[src/rtl/strapped_output_latch_window_top_assert.svh]
// ---------------------------------------------------------------------------
// Assertion macros for the strapped output latch window
// Shared helpers for concurrent checks, clocked on clk and disabled in reset.
// ---------------------------------------------------------------------------
`ifndef STRAPPED_OUTPUT_LATCH_WINDOW_TOP_ASSERT_SVH
`define STRAPPED_OUTPUT_LATCH_WINDOW_TOP_ASSERT_SVH

// Same-cycle implication.
`define SOLW_ASSERT_NOW(label, ante, cons) \
  label: assert property (@(posedge clk) disable iff (rst) (ante) |-> (cons)) \
    else $error("solw assertion failed");

// Next-cycle implication.
`define SOLW_ASSERT_NEXT(label, ante, cons) \
  label: assert property (@(posedge clk) disable iff (rst) (ante) |=> (cons)) \
    else $error("solw assertion failed");

`endif

[src/rtl/solw_pkg.sv]
// ---------------------------------------------------------------------------
// Strapped output latch window package
// Codes, widths and the command and status bundles shared by the modules.
// ---------------------------------------------------------------------------
package solw_pkg;

  localparam int CFG_INDEX_W    = 1;
  localparam int CFG_DATA_W     = 6;
  localparam int IDENT_OFFSET_W = 6;
  localparam int PANEL_IDENT_W  = 2;

  localparam logic [CFG_INDEX_W-1:0] CFG_IDENT_OFFSET = 1'd0;
  localparam logic [CFG_INDEX_W-1:0] CFG_PANEL_IDENT  = 1'd1;

  localparam logic REQ_READ  = 1'b0;
  localparam logic REQ_WRITE = 1'b1;

  localparam logic [1:0] WIDTH_BYTE    = 2'd0;
  localparam logic [1:0] WIDTH_HALF    = 2'd1;
  localparam logic [1:0] WIDTH_WORD    = 2'd2;
  localparam logic [1:0] WIDTH_ILLEGAL = 2'd3;

  localparam logic STATUS_OK      = 1'b0;
  localparam logic STATUS_ILLEGAL = 1'b1;

  typedef struct packed {
    logic load;
    logic clear_en;
    logic rd_en;
    logic merge;
  } solw_cmd_t;

  typedef struct packed {
    logic clear_last;
    logic byte_last;
    logic start_illegal;
  } solw_stat_t;

  // Index of the last byte of an access, counted from zero.
  function automatic logic [1:0] last_byte_idx(input logic [1:0] code);
    logic [1:0] r;
    case (code)
      WIDTH_BYTE: r = 2'd0;
      WIDTH_HALF: r = 2'd1;
      WIDTH_WORD: r = 2'd3;
      default:    r = 2'd0;
    endcase
    return r;
  endfunction

endpackage

[src/rtl/solw_ram.sv]
// ---------------------------------------------------------------------------
// Generic RAM
// One write port and one read port with registered read data.
// ---------------------------------------------------------------------------
module solw_ram #(
  parameter int WIDTH = 8,
  parameter int DEPTH = 64,
  localparam int AW = (DEPTH > 1) ? $clog2(DEPTH) : 1
) (
  input  logic             clk,
  input  logic             we,
  input  logic [AW-1:0]    waddr,
  input  logic [WIDTH-1:0] wdata,
  input  logic             re,
  input  logic [AW-1:0]    raddr,
  output logic [WIDTH-1:0] rdata
);

  logic [WIDTH-1:0] mem [DEPTH];

  always_ff @(posedge clk) begin
    if (we) begin
      mem[waddr] <= wdata;
    end
    if (re) begin
      rdata <= mem[raddr];
    end
  end

endmodule

[src/rtl/solw_ctrl.sv]
// ---------------------------------------------------------------------------
// Strapped output latch window controller
// Sequences the clearing pass and the per-byte read and merge steps.
// ---------------------------------------------------------------------------
module solw_ctrl
  import solw_pkg::*;
(
  input  logic       clk,
  input  logic       rst,
  input  logic       start,
  input  solw_stat_t stat,
  output solw_cmd_t  cmd,
  output logic       busy,
  output logic       done
);

  `include "strapped_output_latch_window_top_assert.svh"

  typedef enum logic [1:0] {ST_CLEAR, ST_IDLE, ST_READ, ST_MERGE} state_t;

  state_t state;

  always_comb begin
    cmd.load     = (state == ST_IDLE) && start;
    cmd.clear_en = (state == ST_CLEAR);
    cmd.rd_en    = (state == ST_READ);
    cmd.merge    = (state == ST_MERGE);
  end

  always_ff @(posedge clk) begin
    if (rst) begin
      state <= ST_CLEAR;
      busy  <= 1'b1;
      done  <= 1'b0;
    end else begin
      done <= 1'b0;
      case (state)
        ST_CLEAR: begin
          if (stat.clear_last) begin
            state <= ST_IDLE;
            busy  <= 1'b0;
          end
        end
        ST_IDLE: begin
          if (start) begin
            if (stat.start_illegal) begin
              done <= 1'b1;
            end else begin
              state <= ST_READ;
              busy  <= 1'b1;
            end
          end
        end
        ST_READ: begin
          state <= ST_MERGE;
        end
        ST_MERGE: begin
          if (stat.byte_last) begin
            state <= ST_IDLE;
            busy  <= 1'b0;
            done  <= 1'b1;
          end else begin
            state <= ST_READ;
          end
        end
        default: begin
          state <= ST_IDLE;
          busy  <= 1'b0;
        end
      endcase
    end
  end

  `SOLW_ASSERT_NOW(a_done_not_busy, done, !busy)
  `SOLW_ASSERT_NOW(a_busy_matches_state, busy, state != ST_IDLE)
  `SOLW_ASSERT_NEXT(a_illegal_done, start && !busy && stat.start_illegal, done && !busy)
  `SOLW_ASSERT_NEXT(a_legal_busy, start && !busy && !stat.start_illegal, busy && !done)
  `SOLW_ASSERT_NEXT(a_last_done, state == ST_MERGE && stat.byte_last, done)

endmodule

[src/rtl/solw_dp.sv]
// ---------------------------------------------------------------------------
// Strapped output latch window datapath
// Holds the request, the configuration, the latch RAM and the result.
// ---------------------------------------------------------------------------
module solw_dp
  import solw_pkg::*;
#(
  parameter int WINDOW_BYTES = 64
) (
  input  logic                   clk,
  input  logic                   rst,
  input  solw_cmd_t              cmd,
  output solw_stat_t             stat,
  input  logic                   cfg_we,
  input  logic [CFG_INDEX_W-1:0] cfg_index,
  input  logic [CFG_DATA_W-1:0]  cfg_data,
  input  logic                   req_type,
  input  logic [31:0]            byte_offset,
  input  logic [1:0]             width_code,
  input  logic [31:0]            write_data,
  output logic [31:0]            read_data,
  output logic                   bus_status
);

  localparam int AW = (WINDOW_BYTES > 1) ? $clog2(WINDOW_BYTES) : 1;
  localparam int IDX_W = 33;

  logic [IDENT_OFFSET_W-1:0] ident_offset;
  logic [PANEL_IDENT_W-1:0]  panel_ident;
  logic                      is_write;
  logic [31:0]               base;
  logic [31:0]               wdata;
  logic [1:0]                cnt;
  logic [1:0]                last_idx;
  logic [AW-1:0]             clr_cnt;

  logic [IDX_W-1:0] idx;
  logic             in_win;
  logic             is_ident;
  logic [7:0]       rdata;
  logic [7:0]       rbyte;
  logic [7:0]       wbyte;
  logic [7:0]       wmerged;
  logic [1:0]       wsel;
  logic             ram_we;
  logic [AW-1:0]    ram_waddr;
  logic [7:0]       ram_wdata;

  assign idx      = {1'b0, base} + {31'b0, cnt};
  assign in_win   = idx < IDX_W'(WINDOW_BYTES);
  assign is_ident = idx == IDX_W'(ident_offset);
  assign wsel     = last_idx - cnt;
  assign wbyte    = 8'(wdata >> {wsel, 3'b000});
  assign wmerged  = is_ident ? {wbyte[7:6], rdata[5:4], wbyte[3:0]} : wbyte;
  assign rbyte    = !in_win  ? 8'h00 :
                    is_ident ? {rdata[7:6], panel_ident, rdata[3:0]} : rdata;

  assign ram_we    = cmd.clear_en || (cmd.merge && is_write && in_win);
  assign ram_waddr = cmd.clear_en ? clr_cnt : idx[AW-1:0];
  assign ram_wdata = cmd.clear_en ? 8'h00 : wmerged;

  assign stat.clear_last    = clr_cnt == AW'(WINDOW_BYTES - 1);
  assign stat.byte_last     = cnt == last_idx;
  assign stat.start_illegal = width_code == WIDTH_ILLEGAL;

  solw_ram #(
    .WIDTH(8),
    .DEPTH(WINDOW_BYTES)
  ) u_ram (
    .clk  (clk),
    .we   (ram_we),
    .waddr(ram_waddr),
    .wdata(ram_wdata),
    .re   (cmd.rd_en),
    .raddr(idx[AW-1:0]),
    .rdata(rdata)
  );

  always_ff @(posedge clk) begin
    if (rst) begin
      ident_offset <= '0;
      panel_ident  <= '0;
      clr_cnt      <= '0;
    end else begin
      if (cfg_we) begin
        case (cfg_index)
          CFG_IDENT_OFFSET: ident_offset <= cfg_data;
          CFG_PANEL_IDENT:  panel_ident  <= cfg_data[PANEL_IDENT_W-1:0];
          default: ;
        endcase
      end
      if (cmd.clear_en && !stat.clear_last) begin
        clr_cnt <= clr_cnt + AW'(1);
      end
    end
  end

  always_ff @(posedge clk) begin
    if (cmd.load) begin
      is_write   <= req_type == REQ_WRITE;
      base       <= byte_offset;
      wdata      <= write_data;
      cnt        <= 2'd0;
      last_idx   <= last_byte_idx(width_code);
      read_data  <= 32'h0;
      bus_status <= stat.start_illegal ? STATUS_ILLEGAL : STATUS_OK;
    end else if (cmd.merge) begin
      cnt <= cnt + 2'd1;
      if (!is_write) begin
        read_data <= {read_data[23:0], rbyte};
      end
    end
  end

endmodule

[src/rtl/strapped_output_latch_window_top.sv]
// ---------------------------------------------------------------------------
// Strapped output latch window
// Byte-wide output latches behind a bus with a strapped identifier field.
// ---------------------------------------------------------------------------
//
//   Channel   Handshake             Payload
//   request   start, busy           req_type, byte_offset, width_code, write_data
//   result    done (one cycle)      read_data, bus_status
//   config    cfg_we                cfg_index, cfg_data
//
// A legal access of n bytes steps through ST_READ and ST_MERGE for each
// byte before the next start: each byte needs a registered latch RAM read
// and then a merge step, since the single RAM write port serves one byte
// at a time. An illegal width gives done in the next cycle, staying idle.
// After reset a clearing pass over every latch byte holds busy high.
// The result receiver cannot stall; done lasts exactly one cycle.
// ---------------------------------------------------------------------------
module strapped_output_latch_window_top
  import solw_pkg::*;
#(
  parameter int WINDOW_BYTES = 64
) (
  input  logic                   clk,
  input  logic                   rst,
  input  logic                   start,
  output logic                   busy,
  input  logic                   req_type,
  input  logic [31:0]            byte_offset,
  input  logic [1:0]             width_code,
  input  logic [31:0]            write_data,
  output logic                   done,
  output logic [31:0]            read_data,
  output logic                   bus_status,
  input  logic                   cfg_we,
  input  logic [CFG_INDEX_W-1:0] cfg_index,
  input  logic [CFG_DATA_W-1:0]  cfg_data
);

  solw_cmd_t  cmd;
  solw_stat_t stat;

  solw_ctrl u_ctrl (
    .clk  (clk),
    .rst  (rst),
    .start(start),
    .stat (stat),
    .cmd  (cmd),
    .busy (busy),
    .done (done)
  );

  solw_dp #(
    .WINDOW_BYTES(WINDOW_BYTES)
  ) u_dp (
    .clk        (clk),
    .rst        (rst),
    .cmd        (cmd),
    .stat       (stat),
    .cfg_we     (cfg_we),
    .cfg_index  (cfg_index),
    .cfg_data   (cfg_data),
    .req_type   (req_type),
    .byte_offset(byte_offset),
    .width_code (width_code),
    .write_data (write_data),
    .read_data  (read_data),
    .bus_status (bus_status)
  );

endmodule

[config.mk]
export PLATFORM = sky130hd
export DESIGN_NAME = strapped_output_latch_window_top
export DESIGN_NICKNAME = d
export VERILOG_FILES = /design/src/rtl/solw_pkg.sv /design/src/rtl/solw_ram.sv /design/src/rtl/solw_ctrl.sv /design/src/rtl/solw_dp.sv /design/src/rtl/strapped_output_latch_window_top.sv
export VERILOG_INCLUDE_DIRS = /design/src /design/src/rtl
export SDC_FILE = /design/constraint.sdc
export NUM_CORES = 1
export LEC_CHECK = 0
export ABC_AREA = 1
export BUFFER_PORTS_ARGS = -buffer_cell sky130_fd_sc_hd__buf_2
export CORE_MARGIN = 1.5
export CORE_UTILIZATION = 55
export DETAILED_ROUTE_END_ITERATION = 8
export PLACE_DENSITY = 0.8
export SLEW_MARGIN = 30
export SYNTH_ARGS = -nofsm -noshare
export SYNTH_HDL_FRONTEND = slang
export SYNTH_SLANG_ARGS = --single-unit
[constraint.sdc]
create_clock -name clk -period 4.2 [get_ports clk]
set_input_delay 0.21 -clock clk [delete_from_list [all_inputs] [get_ports clk]]
set_output_delay 0.21 -clock clk [all_outputs]
set_load 0.005 [all_outputs]
After elaboration in Yosys (flattened, before gate mapping)
Memory sizes are Yosys's and may differ from the RTL's. A register that Yosys moved wholly into a read port is not among the register bits.
Index checks and enable logic that the tools add are counted.
{"block": "op_classes", "n_addsub": 4, "shifts": 1, "n_mux": 22, "eq_ne": 13, "magnitude_cmp": 1, "n_bitwise": 2, "n_reduce_logical": 13}
{"cell": "$add A32 B2 Y33", "count": 1}
{"cell": "$eq A33 B6 Y1", "count": 1}
{"cell": "$lt A33 B7 Y1 const B", "count": 1}
{"cell": "$shr A32 B5 Y8", "count": 1}
{"cell": "$mux W6", "count": 3}
{"cell": "$mux W8", "count": 2}
{"cell": "$mux W1", "count": 9}
{"cell": "$eq A2 B2 Y1 const B", "count": 4}
{"cell": "$mux W2", "count": 4}
{"cell": "$ne A2 B2 Y1 const B", "count": 4}
{"cell": "$pmux W2 S4", "count": 1}
{"cell": "$add A6 B1 Y6 const B", "count": 1}
{"cell": "$eq A6 B6 Y1 const B", "count": 1}
{"cell": "$reduce_and A2 Y1", "count": 3}
{"cell": "$reduce_and A5 Y1", "count": 1}
{"cell": "$eq A2 B1 Y1 const B", "count": 2}
{"cell": "$logic_and A1 B1 Y1", "count": 4}
{"cell": "$pmux W2 S2", "count": 1}
{"cell": "$pmux W1 S3", "count": 1}
{"cell": "$reduce_and A3 Y1", "count": 1}
{"cell": "$reduce_bool A3 Y1", "count": 1}
{"cell": "$add A2 B1 Y2 const B", "count": 1}
{"cell": "$eq A2 B2 Y1", "count": 1}
{"cell": "$logic_not A2 Y1", "count": 1}
{"cell": "other kinds (5)", "count": 6}
{"block": "word_totals", "ramBits": 512, "out_inout_bits": 35, "n_memories": 1, "ff_bits": 120, "input_bits": 78}
{"memory": "u_dp.u_ram.mem", "depth": 64, "word_bits": 8, "rd": 1, "rd_ports_with_merged_regs": 1, "write_ports": 1, "line_no": "solw_ram.sv:19", "source": "logic [WIDTH-1:0] mem [DEPTH];"}

Longest topological paths before layout
{"block": "logic_depth", "word_depth": 6, "mapped_depth": 20, "ltp_nobuf": 20}

By module
From an unflattened synthesis, not the netlist that was laid out.
{"block": "hier_totals", "cells_unflattened": 2592, "hier_area_um2": 27477.6}
{"mod": "solw_ram", "n_inst": 1, "area_each_um2": 21419.3, "seq_area_each_um2": 15615.0, "cells_per_inst": 1805}
{"mod": "solw_dp", "n_inst": 1, "area_each_um2": 5844.4, "seq_area_each_um2": 3002.9, "cells_per_inst": 754}
{"mod": "solw_ctrl", "n_inst": 1, "area_each_um2": 214.0, "seq_area_each_um2": 80.1, "cells_per_inst": 33}

Worst setup path after synthesis
OpenSTA, ideal clock, no wires.
{"block": "synth_timing", "kind": "register -> register", "start": "reg u_dp.base[0]", "end": "mem u_dp.u_ram.mem[0][4] (data pin)", "t_required_ns": 3.701, "period_less_slack_ns": 4.157, "arrival_ns": 3.658, "setup_slack_ns": 0.043, "stages_incl_launch_ff": 17, "cell_sequence": "edfxtp_1 -> ha_1 -> fa_1 -> clkbuf_1 -> xnor2_1 -> nand2_1 -> nor2_1 -> nand2_1 -> nor2_1 -> nand2_1 -> nor2_1 -> nand2_1 -> nor2_1 -> nand3_1 -> inv_1 -> a21oi_1 -> nor2_1"}
{"block": "synth_via", "elab_chain_len": 4}
{"item": "from (decl)", "line_no": "solw_dp.sv:31", "source": "logic [31:0] base;"}
{"item": "from (signal assigned)", "line_no": "solw_dp.sv:101", "source": "base <= byte_offset;"}
{"item": "$add A32 B2 Y33", "line_no": "solw_dp.sv:49", "source": "assign idx = {1'b0, base} + {31'b0, cnt};"}
{"item": "$eq A33 B6 Y1", "line_no": "solw_dp.sv:51", "source": "assign is_ident = idx == IDX_W'(ident_offset);"}
{"item": "$mux W6", "line_no": "solw_dp.sv:54", "source": "assign wmerged = is_ident ? {wbyte[7:6], rdata[5:4], wbyte[3:0]} : wbyte;"}
{"item": "$mux W8", "line_no": "solw_dp.sv:60", "source": "assign ram_wdata = cmd.clear_en ? 8'h00 : wmerged;"}
{"item": "net u_dp.ram_wdata[4]", "line_no": "solw_dp.sv:47", "source": "logic [7:0] ram_wdata;"}
{"item": "to (decl)", "line_no": "solw_ram.sv:19"}
The timed path passes the listed nets, and every way through them passes these cells.

Worst setup path in the final report
{"block": "layout_timing", "start": "reg u_ctrl.state[1]", "end": "mem u_dp.u_ram.mem[59][6] (enable)"}
{"block": "layout_via", "elab_chain_len": 6, "elab_cells_between_ends": 8, "classes_between": "eq/ne (1); mux (3); reduce/logical (4)"}
{"item": "from (decl)", "line_no": "solw_ctrl.sv:21", "source": "state_t state;"}
{"item": "from (signal assigned)", "line_no": "solw_ctrl.sv:32", "source": "state <= ST_CLEAR;"}
{"item": "from (signal assigned)", "line_no": "solw_ctrl.sv:40", "source": "state <= ST_IDLE;"}
{"item": "from (signal assigned)", "line_no": "solw_ctrl.sv:49", "source": "state <= ST_READ;"}
{"item": "$eq A2 B2 Y1", "line_no": "solw_ctrl.sv:27", "source": "cmd.merge = (state == ST_MERGE);"}
{"item": "$logic_and A1 B1 Y1 (2 in series)", "line_no": "solw_dp.sv:58", "source": "assign ram_we = cmd.clear_en || (cmd.merge && is_write && in_win);"}
{"item": "$logic_or A1 B1 Y1", "line_no": "solw_dp.sv:58"}
{"item": "$mux W1", "line_no": "solw_ram.sv:22", "source": "if (we) begin"}
{"item": "$mux W1 (not written as such)", "line_no": "solw_ram.sv:23", "source": "mem[waddr] <= wdata;"}
Parallel ways exist; a longest one is shown, timed or not.

==> impl_summary.txt <==
----------------------------------------------------
[Routing]
  Post-detailed-routing wire length ... 69.8 mm
  Final antenna-violating net count ... 0
  Total number of vias ... 18,987
  TritonRoute pass-1 iters ... 7
  Starting DRT DRC Count ... 2,804
  Routed wire per std cell ... 23.0 um
  Via density ... 6.24
  Number of DRC violations after detailed routing ... 0

[Clocking]
  CTS tree ... done
  TritonCTS sink count ... 640
  Max Buffers Root-to-Sink ... 3
  Buffer type at the clock tree root ... sky130_fd_sc_hd__clkbuf_16
  Clock-pin slew on the worst setup and hold paths ... 60 ps
  Post CTS Setup Buffer Count ... 0
  Number of clock buffers inserted by TritonCTS ... 67
  H-tree Lvls ... 3
  Clock latency reported for the late side of the worst-skew pair ... 610 ps

[Synthesis]
  Most frequent cells after synthesis ... sky130_fd_sc_hd__edfxtp_1, sky130_fd_sc_hd__nor2_1, sky130_fd_sc_hd__nand2_1
  Number of instances in the synthesized netlist ... 2,148
  Synth Register Bits ... 640
  Leading area contributor after synthesis ... sky130_fd_sc_hd__edfxtp_1
  Number of synthesis warnings ... 0
  Most common cell in the synthesized netlist ... sky130_fd_sc_hd__edfxtp_1
  Area share of the largest cell type after synthesis ... 66.6%
  Number of enable flip-flop cells after synthesis ... 588
  Main synth FF type ... sky130_fd_sc_hd__edfxtp_1
  Top cells by area, synth ... sky130_fd_sc_hd__edfxtp_1, sky130_fd_sc_hd__nor2_1, sky130_fd_sc_hd__dfxtp_1, sky130_fd_sc_hd__nand2_1, sky130_fd_sc_hd__mux2i_1
  Post-synthesis cell type count ... 39
  Ys async rst share ... 0%
  Sequential share of the synthesized area ... 70.5%
  Mean Syn Cell Area ... 12.3 um^2
  Number of nets in the synthesized netlist ... 2,233
  Post-synthesis instance area ... 0.0265 mm^2

[Timing]
  Max Clock Freq ... 257 MHz
  Remaining max-slew budget at the tightest pin ... 30.3%
  Worst Clk Skew ... 41.6 ps
  Final setup fails ... 0
  Setup slack of the critical path after layout ... 309 ps
  Period minus WS final ... 3890 ps
  Number of hold violations in the final report ... 0
  Aggregate negative setup slack ... 0 ps
  Worst slew pin tran ... 1030 ps
  Final worst-path cycle share ... 92.6%
  Number of max-slew violations in the final report ... 0
  RSZ-0062 raised after global routing ... false

[Power and ir drop]
  Worst vdd rail ir drop ... 0.497 mV
  Power per Cell Area ... 542 mW/mm^2
  Overall power after layout ... 16.9 mW
  Leakage ... 11.1 nW

[Die]
  Starting Density ... 55.6%
  Chip height ... 223 um
  Die Width ... 223 um
  Standard-cell row count ... 80
  Core footprint ... 0.0476 mm^2
  Die ar. ... 0.0495 mm^2
  Boundary Pins ... 113

[Worst setup path]
  Arrival @ worst endpoint ... 4120 ps
  Category of the most critical setup path ... reg -> reg
  Data required, critical path ... 4430 ps
  Crit path max fanout ... 11
  Highest cell delay on the worst timing path ... 610 ps
  CP most frequent cell ... sky130_fd_sc_hd__nor2_1
  Cells along the critical path ... nor2_1, inv_1, buf_4, o21ai_0, inv_1, nor2_1, nand2_4, nor2_1
  CP max stage cell ... sky130_fd_sc_hd__o21ai_0
  Register-to-register path setup slack ... 310 ps
  Crit path launch type ... register
  Kind of capture point of the worst setup path ... register

[Hold path]
  Worst Hold Class ... in -> reg

[Final layout]
  Register area ... 0.0187 mm^2
  Post-layout nets ... 2,457
  Final standard cell utilization of the core ... 65.3%
  Fill count ... 3,290
  Signed area change from the synthesized netlist to the final layout ... 17.4%
  Area of the multi-input gates ... 0.00719 mm^2
  Fraction of layout cells with a size suffix above 1 ... 13.6%
  Final cell count without fillers ... 3,042

[Placement]
  Total of buffers placed on input and output ports ... 112
  Final weighted congestion in routability-driven placement ... 0.918
  Minimum setup slack after placement ... 461 ps
  # placed instances ... 2,839
  DP HPWL ... 40.5 mm

[Global routing]
  Remaining Overflow, GRT ... 0
  Largest net degree at the start of global routing ... 257
  Wire length of the first global-routing pass ... 106 mm
  Number of global-route vias before repair ... 18,537
  Tot GR Track Use ... 28.2%
  Number of antenna violations at the first check in global routing ... 4

[Flow run]
  Maximum capacitance violations ... 0

[Run status]
  Run status ... completed

----------------------------------------------------
## registers in the layout, indices dropped and copies added, names as in the netlist
signal	flops
u_dp.u_ram.mem	512
u_dp.base	32
u_dp.read_data	32
u_dp.wdata	32
u_dp.u_ram.rdata	8
u_dp.clr_cnt	6
u_dp.ident_offset	6
u_ctrl.state	2
u_dp.cnt	2
u_dp.last_idx	2
u_dp.panel_ident	2
u_ctrl.busy	1
u_ctrl.done	1
u_dp.bus_status	1
u_dp.is_write	1
## area by class of cell
cell class,count,share of cell area [%]
Clock inverter,33,0.720
Tap cell,615,2.47
Antenna cell,2,0.0161
Inverter,90,1.09
Timing Repair Buffer,266,6.55
Clock buffer,89,5.99
Multi-Input combinational cell,1307,23.1
Sequential cell,640,60.1
## path summary, 6_finish.rpt
path / to / start / cells after the start
worst min-delay path: u_dp.ident_offset[2] / cfg_data[2] / 3
worst max-delay path: u_dp.u_ram.mem[59][6] / u_ctrl.state[1] / 8
worst max register to register: u_dp.u_ram.mem[59][6] / u_ctrl.state[1] / 8
worst min register to register: u_dp.read_data[8] / u_dp.read_data[0] / 2
## where the power goes
part           internal (mW)  total, mW  switching [mW]
registers               7.42       7.55           0.129
logic                   1.12       3.67            2.56
clock network           3.21       5.64            2.44
total                   11.7       16.9            5.12
## critical path: cells and delay by family, from the launching register on
family / cells / cell delay, ps
buffers and inverters: 3 / 930
AND/OR/NAND/NOR: 4 / 1630
AO/OA/AOI/OAI: 1 / 610
flip-flops: 1 / 340
## placed cells by master (no fill, tap or decap), drive strengths merged, types with 30 or more instances in the layout
| master | netlist | routed |
|---|---|---|
| edfxtp | 588 | 588 |
| nor2 | 394 | 394 |
| nand2 | 285 | 285 |
| buf | 18 | 187 |
| o21ai | 154 | 154 |
| nand3 | 120 | 120 |
| inv | 85 | 90 |
| clkbuf | 93 | 89 |
| mux2i | 88 | 88 |
| o221ai | 88 | 88 |
| dlygate4sd3 | 0 | 79 |
| dfxtp | 52 | 52 |
| a21oi | 44 | 44 |
| o211ai | 41 | 41 |
| o32ai | 40 | 40 |
| clkinv | 5 | 30 |
## routing by layer
metal / GRT usage [%] / wire length (um) / vias to the layer above / share of wire, %
met4: 12.3 / 3040 / 4 / 4.4
li1: - / - / 8330 / -
met3: 6.64 / 7800 / 246 / 11
met2: 45.4 / 32800 / 1328 / 47
met5: 0 / 25 / - / 0.036
met1: 36.6 / 26200 / 9079 / 37
## kinds of logic after synthesis
family	Yosys count	synth area share (%)
AO/OA/AOI/OAI	378	9.46
XOR/XNOR	10	0.330
adder cells (fa/ha/maj)	7	0.359
buffers and inverters	201	2.88
flip-flops	640	70.5
multiplexers	88	3.32
AND/OR/NAND/NOR	824	13.1
## through the flow
| step | hold WS (ps) | cell area, um^2 |
|---|---|---|
| after CTS | 1.89 | 31100 |
| after floorplan | 279 | 26500 |
| after detailed placement | 388 | 28200 |
| after global routing | 28.9 | 31100 |
| final | 22.4 | 31100 |
| after global placement | 388 | 28200 |
## timing repair
item	in CTS	in global routing
resized for setup	0	0
endpoints found under the hold margin	78	0
hold buffers	79	0
No activity file was read; power rests on OpenSTA's default activity.
